File: config.mk
export PLATFORM = sky130hd
export DESIGN_NAME = extended_gcd_flat
export DESIGN_NICKNAME = d
export VERILOG_FILES = /design/src/hdl/egcd_pkg.sv /design/src/hdl/egcd_if.sv /design/src/hdl/egcd_div.sv /design/src/hdl/extended_gcd.sv /design/src/flat_wrapper.sv
export SDC_FILE = /design/constraint.sdc
export NUM_CORES = 1
export LEC_CHECK = 0
export BUFFER_PORTS_ARGS = -buffer_cell sky130_fd_sc_hd__clkbuf_2
export CAP_MARGIN = 20
export CORE_MARGIN = 8
export CORE_UTILIZATION = 60
export CTS_CLUSTER_DIAMETER = 30
export DETAILED_ROUTE_END_ITERATION = 7
export HOLD_SLACK_MARGIN = 0.1
export PLACE_DENSITY = 0.88
export SKIP_LAST_GASP = 1
export SLEW_MARGIN = 20
export SYNTH_ARGS = -nofsm -noshare
export SYNTH_HDL_FRONTEND = slang
export SYNTH_SLANG_ARGS = --single-unit
File: constraint.sdc
create_clock -name clk -period 12.7 [get_ports clk]
set_input_delay 1.905 -clock clk [delete_from_list [all_inputs] [get_ports clk]]
set_output_delay 1.905 -clock clk [all_outputs]
set_load 0.005 [all_outputs]
File: src/hdl/egcd_pkg.sv
// Shared constants and control types for the extended gcd block.
`timescale 1ns / 1ps

package egcd_pkg;

  // Default operand width.
  localparam int DATA_WIDTH_DEF = 32;

  // Sequencer to divider: start one Euclid step.
  typedef struct packed {
    logic start;
  } egcd_div_ctrl_t;

  // Divider to sequencer: busy while iterating, done for one cycle at the end.
  typedef struct packed {
    logic busy;
    logic done;
  } egcd_div_stat_t;

endpackage

File: src/hdl/egcd_if.sv
// Valid/ready channel interfaces for operand and result beats.
`timescale 1ns / 1ps

interface egcd_in_if #(
  parameter int DATA_WIDTH = egcd_pkg::DATA_WIDTH_DEF
) ();
  logic                         valid;
  logic                         ready;
  logic signed [DATA_WIDTH-1:0] operand_a;
  logic signed [DATA_WIDTH-1:0] operand_b;

  modport source (output valid, output operand_a, output operand_b, input ready);
  modport sink   (input valid, input operand_a, input operand_b, output ready);
endinterface

interface egcd_out_if #(
  parameter int DATA_WIDTH = egcd_pkg::DATA_WIDTH_DEF
) ();
  logic                         valid;
  logic                         ready;
  logic        [DATA_WIDTH-2:0] gcd_result;
  logic signed [DATA_WIDTH-1:0] coef_a;
  logic signed [DATA_WIDTH-1:0] coef_b;
  logic                         input_error;

  modport source (output valid, output gcd_result, output coef_a, output coef_b,
                  output input_error, input ready);
  modport sink   (input valid, input gcd_result, input coef_a, input coef_b,
                  input input_error, output ready);
endinterface

File: src/hdl/egcd_div.sv
// Bit-serial restoring divider with quotient-times-coefficient accumulators.
`timescale 1ns / 1ps

module egcd_div #(
  parameter int DATA_WIDTH = egcd_pkg::DATA_WIDTH_DEF
) (
  input  logic                      clk,
  input  logic                      rst_n,
  input  egcd_pkg::egcd_div_ctrl_t  ctrl,
  input  logic [DATA_WIDTH-1:0]     dividend,
  input  logic [DATA_WIDTH-1:0]     divisor,
  input  logic [DATA_WIDTH-1:0]     s1,
  input  logic [DATA_WIDTH-1:0]     t1,
  output egcd_pkg::egcd_div_stat_t  stat,
  output logic [DATA_WIDTH-1:0]     rem,
  output logic [DATA_WIDTH-1:0]     qs,
  output logic [DATA_WIDTH-1:0]     qt
);
  import egcd_pkg::*;

  localparam int CW = (DATA_WIDTH > 1) ? $clog2(DATA_WIDTH) : 1;

  logic                  busy_r, busy_nxt;
  logic                  done_r, done_nxt;
  logic [CW-1:0]         cnt_r, cnt_nxt;
  logic [DATA_WIDTH-1:0] dvd_r, dvd_nxt;
  logic [DATA_WIDTH-1:0] rem_r, rem_nxt;
  logic [DATA_WIDTH-1:0] qs_r, qs_nxt;
  logic [DATA_WIDTH-1:0] qt_r, qt_nxt;
  logic [DATA_WIDTH:0]   trial;
  logic                  qbit;

  // Shift in the next dividend bit and try the subtract.
  assign trial = {rem_r, dvd_r[DATA_WIDTH-1]} - {1'b0, divisor};
  assign qbit  = ~trial[DATA_WIDTH];

  always_comb begin
    busy_nxt = busy_r;
    done_nxt = 1'b0;
    cnt_nxt  = cnt_r;
    dvd_nxt  = dvd_r;
    rem_nxt  = rem_r;
    qs_nxt   = qs_r;
    qt_nxt   = qt_r;
    if (ctrl.start) begin
      busy_nxt = 1'b1;
      cnt_nxt  = '0;
      dvd_nxt  = dividend;
      rem_nxt  = '0;
      qs_nxt   = '0;
      qt_nxt   = '0;
    end else if (busy_r) begin
      dvd_nxt = {dvd_r[DATA_WIDTH-2:0], 1'b0};
      rem_nxt = qbit ? trial[DATA_WIDTH-1:0] : {rem_r[DATA_WIDTH-2:0], dvd_r[DATA_WIDTH-1]};
      // Horner form, quotient MSB first: acc = 2*acc + qbit*coef.
      qs_nxt  = {qs_r[DATA_WIDTH-2:0], 1'b0} + (qbit ? s1 : '0);
      qt_nxt  = {qt_r[DATA_WIDTH-2:0], 1'b0} + (qbit ? t1 : '0);
      cnt_nxt = cnt_r + 1'b1;
      if (cnt_r == CW'(DATA_WIDTH - 1)) begin
        busy_nxt = 1'b0;
        done_nxt = 1'b1;
      end
    end
  end

  always_ff @(posedge clk) begin
    if (!rst_n) begin
      busy_r <= 1'b0;
      done_r <= 1'b0;
      cnt_r  <= '0;
    end else begin
      busy_r <= busy_nxt;
      done_r <= done_nxt;
      cnt_r  <= cnt_nxt;
    end
  end

  always_ff @(posedge clk) begin
    dvd_r <= dvd_nxt;
    rem_r <= rem_nxt;
    qs_r  <= qs_nxt;
    qt_r  <= qt_nxt;
  end

  assign stat.busy = busy_r;
  assign stat.done = done_r;
  assign rem       = rem_r;
  assign qs        = qs_r;
  assign qt        = qt_r;

endmodule

File: src/hdl/extended_gcd.sv
// Extended Euclid gcd: one operand pair in, gcd and Bezout coefficients out.
// One operand beat is taken at a time; in_ch.ready is high only while the block is idle.
// After acceptance the block runs Euclid steps on the larger operand as dividend,
// each step starting the one-bit-per-cycle restoring divider (which also builds
// q*s and q*t bit by bit) from ST_LOOP and folding its results back in ST_DIV.
// For 32-bit operands the number of steps is at most 44 (neighboring Fibonacci
// numbers). A negative operand or two zero operands raise out_ch.valid at the
// accepting edge itself, and a single zero operand after one pass through ST_LOOP.
// The result beat is held in an output register until out_ch.ready takes it, and
// the next operand beat is taken only after that. Coefficients wrap modulo
// 2^DATA_WIDTH; on an input error all result fields are zero and input_error is set.
`timescale 1ns / 1ps

module extended_gcd #(
  parameter int DATA_WIDTH = egcd_pkg::DATA_WIDTH_DEF
) (
  input  logic              clk,
  input  logic              rst_n,
  egcd_in_if.sink           in_ch,
  egcd_out_if.source        out_ch
);
  import egcd_pkg::*;

  // Sequencer states.
  localparam logic [1:0] ST_IDLE = 2'd0;  // wait for an operand beat
  localparam logic [1:0] ST_LOOP = 2'd1;  // test remainder, start a step or finish
  localparam logic [1:0] ST_DIV  = 2'd2;  // divider running
  localparam logic [1:0] ST_OUT  = 2'd3;  // result beat waiting

  logic [1:0]            state_r, state_nxt;
  logic [DATA_WIDTH-1:0] x_r, x_nxt;
  logic [DATA_WIDTH-1:0] y_r, y_nxt;
  logic [DATA_WIDTH-1:0] s0_r, s0_nxt;
  logic [DATA_WIDTH-1:0] s1_r, s1_nxt;
  logic [DATA_WIDTH-1:0] t0_r, t0_nxt;
  logic [DATA_WIDTH-1:0] t1_r, t1_nxt;
  logic                  swap_r, swap_nxt;

  logic [DATA_WIDTH-2:0] gcd_r, gcd_nxt;
  logic [DATA_WIDTH-1:0] ca_r, ca_nxt;
  logic [DATA_WIDTH-1:0] cb_r, cb_nxt;
  logic                  err_r, err_nxt;

  egcd_div_ctrl_t        div_ctrl;
  egcd_div_stat_t        div_stat;
  logic [DATA_WIDTH-1:0] div_rem;
  logic [DATA_WIDTH-1:0] div_qs;
  logic [DATA_WIDTH-1:0] div_qt;

  logic [DATA_WIDTH-1:0] a_in, b_in;
  logic                  in_bad;
  logic                  in_swap;

  assign a_in    = DATA_WIDTH'(in_ch.operand_a);
  assign b_in    = DATA_WIDTH'(in_ch.operand_b);
  assign in_bad  = a_in[DATA_WIDTH-1] | b_in[DATA_WIDTH-1] | ((a_in == '0) && (b_in == '0));
  assign in_swap = b_in > a_in;

  always_comb begin
    state_nxt      = state_r;
    x_nxt          = x_r;
    y_nxt          = y_r;
    s0_nxt         = s0_r;
    s1_nxt         = s1_r;
    t0_nxt         = t0_r;
    t1_nxt         = t1_r;
    swap_nxt       = swap_r;
    gcd_nxt        = gcd_r;
    ca_nxt         = ca_r;
    cb_nxt         = cb_r;
    err_nxt        = err_r;
    div_ctrl.start = 1'b0;

    case (state_r)
      ST_IDLE: begin
        if (in_ch.valid) begin
          if (in_bad) begin
            // Drop straight to an all-zero error beat.
            gcd_nxt   = '0;
            ca_nxt    = '0;
            cb_nxt    = '0;
            err_nxt   = 1'b1;
            state_nxt = ST_OUT;
          end else begin
            // Larger operand becomes the dividend.
            swap_nxt  = in_swap;
            x_nxt     = in_swap ? b_in : a_in;
            y_nxt     = in_swap ? a_in : b_in;
            s0_nxt    = DATA_WIDTH'(1);
            s1_nxt    = '0;
            t0_nxt    = '0;
            t1_nxt    = DATA_WIDTH'(1);
            state_nxt = ST_LOOP;
          end
        end
      end
      ST_LOOP: begin
        if (y_r == '0) begin
          // Remainder hit zero: x holds the gcd; swap coefficients back if needed.
          gcd_nxt   = x_r[DATA_WIDTH-2:0];
          ca_nxt    = swap_r ? t0_r : s0_r;
          cb_nxt    = swap_r ? s0_r : t0_r;
          err_nxt   = 1'b0;
          state_nxt = ST_OUT;
        end else begin
          div_ctrl.start = 1'b1;
          state_nxt      = ST_DIV;
        end
      end
      ST_DIV: begin
        if (div_stat.done) begin
          // Advance the remainder pair and the coefficient pairs.
          x_nxt     = y_r;
          y_nxt     = div_rem;
          s0_nxt    = s1_r;
          s1_nxt    = s0_r - div_qs;
          t0_nxt    = t1_r;
          t1_nxt    = t0_r - div_qt;
          state_nxt = ST_LOOP;
        end
      end
      ST_OUT: begin
        if (out_ch.ready) begin
          state_nxt = ST_IDLE;
        end
      end
      default: begin
        state_nxt = ST_IDLE;
      end
    endcase
  end

  always_ff @(posedge clk) begin
    if (!rst_n) begin
      state_r <= ST_IDLE;
    end else begin
      state_r <= state_nxt;
    end
  end

  always_ff @(posedge clk) begin
    x_r    <= x_nxt;
    y_r    <= y_nxt;
    s0_r   <= s0_nxt;
    s1_r   <= s1_nxt;
    t0_r   <= t0_nxt;
    t1_r   <= t1_nxt;
    swap_r <= swap_nxt;
    gcd_r  <= gcd_nxt;
    ca_r   <= ca_nxt;
    cb_r   <= cb_nxt;
    err_r  <= err_nxt;
  end

  // Shared divide unit: x_r, y_r, s1_r and t1_r hold steady while it runs.
  egcd_div #(
    .DATA_WIDTH (DATA_WIDTH)
  ) u_div (
    .clk      (clk),
    .rst_n    (rst_n),
    .ctrl     (div_ctrl),
    .dividend (x_r),
    .divisor  (y_r),
    .s1       (s1_r),
    .t1       (t1_r),
    .stat     (div_stat),
    .rem      (div_rem),
    .qs       (div_qs),
    .qt       (div_qt)
  );

  assign in_ch.ready        = (state_r == ST_IDLE);
  assign out_ch.valid       = (state_r == ST_OUT);
  assign out_ch.gcd_result  = gcd_r;
  assign out_ch.coef_a      = ca_r;
  assign out_ch.coef_b      = cb_r;
  assign out_ch.input_error = err_r;

endmodule

File: src/flat_wrapper.sv
// flat-port wrapper written by rule: the top's interface ports become plain ports
module extended_gcd_flat import egcd_pkg::*;
#(
  parameter int DATA_WIDTH = egcd_pkg::DATA_WIDTH_DEF
)
  (clk, rst_n, in_ch_valid, in_ch_operand_a, in_ch_operand_b, in_ch_ready, out_ch_valid, out_ch_gcd_result, out_ch_coef_a, out_ch_coef_b, out_ch_input_error, out_ch_ready);
  egcd_in_if #(.DATA_WIDTH(DATA_WIDTH)) in_ch_i ();
  egcd_out_if #(.DATA_WIDTH(DATA_WIDTH)) out_ch_i ();
  input  logic clk;
  input  logic rst_n;
  input wire logic [$bits(in_ch_i.valid)-1:0] in_ch_valid;
  input wire logic [$bits(in_ch_i.operand_a)-1:0] in_ch_operand_a;
  input wire logic [$bits(in_ch_i.operand_b)-1:0] in_ch_operand_b;
  output wire logic [$bits(in_ch_i.ready)-1:0] in_ch_ready;
  output wire logic [$bits(out_ch_i.valid)-1:0] out_ch_valid;
  output wire logic [$bits(out_ch_i.gcd_result)-1:0] out_ch_gcd_result;
  output wire logic [$bits(out_ch_i.coef_a)-1:0] out_ch_coef_a;
  output wire logic [$bits(out_ch_i.coef_b)-1:0] out_ch_coef_b;
  output wire logic [$bits(out_ch_i.input_error)-1:0] out_ch_input_error;
  input wire logic [$bits(out_ch_i.ready)-1:0] out_ch_ready;
  assign in_ch_i.valid = in_ch_valid;
  assign in_ch_i.operand_a = in_ch_operand_a;
  assign in_ch_i.operand_b = in_ch_operand_b;
  assign in_ch_ready = in_ch_i.ready;
  assign out_ch_valid = out_ch_i.valid;
  assign out_ch_gcd_result = out_ch_i.gcd_result;
  assign out_ch_coef_a = out_ch_i.coef_a;
  assign out_ch_coef_b = out_ch_i.coef_b;
  assign out_ch_input_error = out_ch_i.input_error;
  assign out_ch_i.ready = out_ch_ready;
  extended_gcd #(.DATA_WIDTH(DATA_WIDTH)) u_core (.clk(clk), .rst_n(rst_n), .in_ch(in_ch_i), .out_ch(out_ch_i));
endmodule
==> After elaboration in Yosys (flattened, before gate mapping) <==
Cells that the tools add are included.
{ "totals": {"regBits": 426, "elab_cells": 110} }
{ "classes": {"n_addsub": 6, "magnitude_cmp": 1, "eq_ne": 10, "muxes": 55, "bitwise_logic": 5, "n_reduce_logical": 14} }
{ "op_table": {"columns": ["op", "n"], "rows": [
  ["2-to-1 mux 32 bit", 27],
  ["one-hot mux 32 bit (2 select lines)", 8],
  ["zero test 32 bit", 3],
  ["2-to-1 mux 31 bit", 3],
  ["adder 32 bit", 2],
  ["subtractor 32 bit", 2],
  ["one-hot mux 31 bit (2 select lines)", 1],
  ["subtractor 33 x 32 -> 33 bit", 1],
  ["> comparator 32 bit", 1],
  ["2-to-1 mux 1 bit", 10],
  ["2-to-1 mux 2 bit", 4],
  ["one-hot mux 2 bit (4 select lines)", 1],
  ["AND reduction 4 bit", 2],
  ["inequality test 2 x 1 -> 1 bit (second input constant)", 3],
  ["inequality test 2 bit (second input constant)", 3],
  ["AND reduction 3 bit", 2],
  ["nonzero test 2 bit", 3],
  ["adder 5 x 1 -> 5 bit (second input constant)", 1],
  ["== test 5 bit (second input constant)", 1],
  ["== test 2 bit (second input constant)", 2],
  ["NOT 1 bit", 3],
  ["OR reduction 3 bit", 1],
  ["== test 2 x 1 -> 1 bit (second input constant)", 1],
  ["zero test 2 bit", 1],
  ["4 further kinds", 5]
]} }

==> Logic depth before layout (Yosys ltp) <==
{ "depth": {"word_depth": 6, "mapped_depth": 24, "depth_no_buf": 22} }

==> By module <==
From an unflattened synthesis, not the netlist that was laid out.
{ "hier_totals": {"hier_cells": 2736, "area_unflattened_um2": 26900.8} }
{ "modules_own_cells": {"columns": ["mod", "instances", "cells_per_inst", "area_per_inst_um2"], "rows": [
  ["extended_gcd", 1, 1577, 17001.3],
  ["egcd_div", 1, 1159, 9899.5]
]} }

==> Worst setup path after synthesis <==
No wires, ideal clock.
{ "synth_timing": {"path_type": "input to register", "startpoint": "input in_ch_operand_a[31]", "endpoint": "register u_core.s0_r[0] (enable)", "arrival_time_ns": 10.533, "slack_ns": 1.420, "cell_stages": 7, "n_path_buf": 0, "cell_sequence": "inv_1 > ha_1 > o41ai_1 > or2_2 > nor2_1 > a21oi_1 > nor2_1"} }
{ "synth_via": {"elab_chain_cells": 5, "word_cells_on_any_way": 6, "cone_classes": "eq/ne (1); bitwise (2); reduce/logical (3)"} }
{ "synth_rtl": {"columns": ["element", "line", "rtl"], "rows": [
  ["start: declaration", "flat_wrapper.sv:12", "input wire logic [$bits(in_ch_i.operand_a)-1:0] in_ch_operand_a;"],
  ["zero test 32 bit", "extended_gcd.sv:56", "assign in_bad = a_in[DATA_WIDTH-1] | b_in[DATA_WIDTH-1] | ((a_in == '0) && (b_in == '0));"],
  ["logical AND 1 bit", "extended_gcd.sv:56", null],
  ["bitwise OR 1 bit (*)", "extended_gcd.sv:56", null],
  ["inequality test 2 bit (no line) (*)", null, null],
  ["AND reduction 4 bit (no line) (*)", null, null],
  ["end signal: assignment", "extended_gcd.sv:144", "s0_r <= s0_nxt;"],
  ["end: declaration", "extended_gcd.sv:33", "logic [DATA_WIDTH-1:0] s0_r, s0_nxt;"]
]} }
Mark *: on every way between the ends. The rest lies on a longest branch, timed or not.
A chain may end at the register's enable or synchronous reset.

==> Worst setup path in the final report <==
{ "layout_timing": {"startpoint": "register u_core.y_r[0]", "endpoint": "register u_core.u_div.qt_r[28] (netlist: u_core.u_div.qt[28])"} }
{ "layout_via": {"elab_chain_cells": 3, "word_cells_on_any_way": 6, "cone_classes": "add/sub (2); mux (3); reduce/logical (1)"} }
{ "layout_rtl": {"columns": ["element", "line", "rtl"], "rows": [
  ["start: declaration", "extended_gcd.sv:32", "logic [DATA_WIDTH-1:0] y_r, y_nxt;"],
  ["start signal: assignment", "extended_gcd.sv:143", "y_r <= y_nxt;"],
  ["subtractor 33 x 32 -> 33 bit or zero test 32 bit (tied branches)", "egcd_div.sv:34, extended_gcd.sv:98", null],
  ["2-to-1 mux 32 bit or 2-to-1 mux 1 bit (tied branches)", "egcd_div.sv:57, extended_gcd.sv:98", null],
  ["adder 32 bit or 2-to-1 mux 1 bit (tied branches)", "egcd_div.sv:57, extended_gcd.sv:74", null],
  ["end signal: assignment", "egcd_div.sv:82", "qt_r <= qt_nxt;"],
  ["end: declaration", "egcd_div.sv:29", "logic [DATA_WIDTH-1:0] qt_r, qt_nxt;"]
]} }
Parallel ways exist; a longest one is shown, timed or not.

==> results.yml <==
routing:
  drc_errors: 0
  antenna_left: 0
  vias: 21624
  firstDrtPassIters: 6
  wl_per_cell_um: 20.5
  viasPerCell: 6.11
  drt-initial-drc-count: 2174
  finalWirelength_um: 72500
clock_network:
  cts_hold_buf: 0
  clk_pin_slew_worst_paths_ns: 0.05
  cts_tree: "built"
  clock_latency_ns: 0.64
  cts_buffers: 94
  cts_buffer_depth: 3
  cts-htree-levels: 3
  ctsResizeCount: 0
  clock_sinks: 426
  cts-root-buf: "clkbuf_16"
  cts_setup_buffers: 0
setup_path:
  critPathMaxStageDelay_ns: 0.79
  path_buf_inv: 1
  end_kind: "flop"
  cpMostUsedCell: "a21oi_1"
  path_cells: "ha_1 -> fa_1 -> nor2b_1 -> o31ai_1 -> a21oi_1 -> o2111a_1 -> nor2_1 -> o311ai_4 -> buf_4 -> and2_1 -> ha_1 -> a21oi_1 -> nor2_1 -> a211oi_1 -> o31a_1 -> o21ai_2 -> o41ai_4 -> o211ai_1 -> o311ai_1 -> xor2_1 -> a21oi_1"
  worstPathRequired_ns: 13.15
  crit_family: "compound AO/OA/AOI/OAI gates"
  crit_slowest_cell: "buf_4"
  critPathLaunchType: "flop"
  worst-endpoint-arrival_ns: 6.97
  crit_type: "reg -> reg"
  crit_fanout: 78
floorplanning:
  dieWidth_um: 225
  die-area_um2: 50700
  initial_core_util_pct: 60.8
  core.rowCount: 76
  fp.dieH_um: 225
  design.core.area_um2: 43200
  io_pins: 166
yosys:
  synthAdderAreaFrac_pct: 9.39
  yosysTopAreaCell: "edfxtp_1"
  yosys.area_share.simple_pct: 16.3
  avgSynthCellArea_um2: 9.71
  synth_ff_type: "edfxtp_1"
  synthCells: 2702
  seq_area_frac_synth_pct: 44.7
  synth_area_um2: 26200
  synthXorXnorAreaFrac_pct: 4.21
  synth_top_family_by_area: "simple AND/OR/NAND/NOR gates"
  ys_warn_count: 0
  synthTopCellsByArea: "edfxtp_1 (37%), ha_1 (9.0%), dfxtp_1 (8.0%)"
  async_flop_share_pct: 0
  synth_compound_area_share_pct: 14.6
  ys_types: 82
  synth-edff-count: 321
  synth_top_area_share_pct: 36.7
  ys_ff_latch: 426
  yosys-mux-area-fraction_pct: 6.56
  syn-num-nets: 2964
placement:
  place.gp.congestion: 0.980
  port_buffers: 165
  dp_slack_ns: 6.33
  dp_hpwl_um: 47600
sta:
  rsz0062_at_grt: "false"
  timing.fmax_ghz: 0.153
  min_period_ns: 6.52
  setup_ws_ns: 6.18
  clock_skew_ns: 0.0403
  period_share_pct: 51.4
  hold_viol: 0
  slew_headroom_pct: 9.04
  finalMaxSlewViolations: 0
  setup_violations: 0
  worst_pin_slew_ns: 1.36
  fin_tns_setup_ns: 0
global_routing:
  grtUsageTotal_pct: 27.7
  grt_first_pass_wirelength_um: 113000
  grt_max_degree: 193
  grt_overflow_total: 0
  grt_pass1_vias: 21753
  antenna_found_initial: 0
power:
  p_leak_nw: 13.3
  p_per_area_nw_per_um2: 228
  ir_worst_vdd_v: 0.000160
final_layout:
  diodes: 0
  utilization_pct: 71.5
  drive_gt1_share_pct: 12.7
  syn_to_final_growth_pct: 17.6
  fin_nets: 3134
flow_run:
  cap_violations: 0
min_path:
  hold_class: "reg -> reg"
run_status:
  status: "complete, no violations"
-- cell usage in the layout, fill, tap and decap left out, types with 28 or more instances in the layout --
master,n
inv_1,168
clkbuf_2,165
a21o_1,82
mux2i_1,172
nor2_1,269
ha_1,189
xnor2_1,75
nand2_1,291
and2_1,166
nand3_1,33
edfxtp_1,321
a21oi_1,150
xor2_1,51
o21ai_0,143
clkbuf_16,96
nor4_1,28
dfxtp_1,104
-- registers in the layout, indices dropped and copies added (netlist names), 32 cells and up --
| signal | flops |
|---|---|
| u_core.out_ch.coef_a | 32 |
| u_core.out_ch.coef_b | 32 |
| u_core.s0_r | 32 |
| u_core.s1_r | 32 |
| u_core.t0_r | 32 |
| u_core.t1_r | 32 |
| u_core.u_div.dvd_r | 32 |
| u_core.u_div.qs | 32 |
| u_core.u_div.qt | 32 |
| u_core.u_div.rem | 32 |
| u_core.x_r | 32 |
| u_core.y_r | 32 |
-- area by class of cell --
class | count | area, um^2
Multi-Input combinational cell | 1997 | 13500
Fill cell | 2943 | 12300
Sequential cell | 426 | 11700
Clock buffer | 115 | 2530
Timing Repair Buffer | 182 | 998
Clock inverter | 62 | 761
Tap cell | 585 | 732
Inverter | 171 | 643
-- worst min-delay path: cells and delay by family, from the launching register on --
family          cells  cell delay, ns
flops               1            0.33
simple gates        1            0.07
compound gates      1            0.06
-- Yosys cell counts, drive strengths merged, types with 26 or more instances --
| master | number |
|---|---|
| nor3 | 26 |
| o21ai | 157 |
| buf | 28 |
| dfxtp | 105 |
| xor2 | 51 |
| nand2 | 291 |
| nor2 | 271 |
| edfxtp | 321 |
| a21o | 82 |
| a21oi | 152 |
| a31oi | 28 |
| nand4 | 26 |
| xnor2 | 75 |
| nand3 | 33 |
| mux2i | 172 |
| clkbuf | 80 |
| nor4 | 28 |
| inv | 170 |
| ha | 189 |
| and2 | 166 |
-- stage by stage --
stage          hold WS (ns)  instances  area, um^2  total power [W]
2_1_floorplan         0.462       2702       26200          0.00386
3_3_place_gp          0.475       3359       27500          0.00429
3_5_place_dp          0.485       3359       27500          0.00442
4_1_cts               0.509       3536       30800          0.00699
5_1_grt               0.535       3538       30900          0.00739
6_report              0.506       3538       30900          0.00704
-- layer usage --
metal,part of all wire (%),GRT usage (%),routed length (um),vias to the layer above
li1,-,-,-,10026
met1,40,34.7,28800,10368
met4,3.9,12.9,2820,0
met5,0,0,0,-
met3,8.0,4.70,5820,215
met2,48,46.5,35000,1015
-- power breakdown --
| group | switching (W) | leakage, nW | internal [W] |
|---|---|---|---|
| clock | 0.000816 | 1.59 | 0.00169 |
| sequential | 0.000181 | 3.92 | 0.00175 |
| combinational | 0.00156 | 7.75 | 0.00104 |
-- worst paths after layout --
kind                    endpoint  depth (start not counted)                from  slack, ns
min reg2reg   u_core.u_div.qt[0]                          2  u_core.u_div.qt[0]       0.51
max reg2reg  u_core.u_div.qt[28]                         21       u_core.y_r[0]       6.18
min           u_core.u_div.qt[0]                          2  u_core.u_div.qt[0]       0.51
max          u_core.u_div.qt[28]                         21       u_core.y_r[0]       6.18
-- logic make-up after synthesis --
family | Yosys count
multiplexers | 172
buffers and inverters | 279
flip-flops | 426
AO/OA/AOI/OAI | 587
AND/OR/NAND/NOR | 918
adder cells (fa/ha/maj) | 194
XOR/XNOR | 126
(Power assumes the default switching activity.)
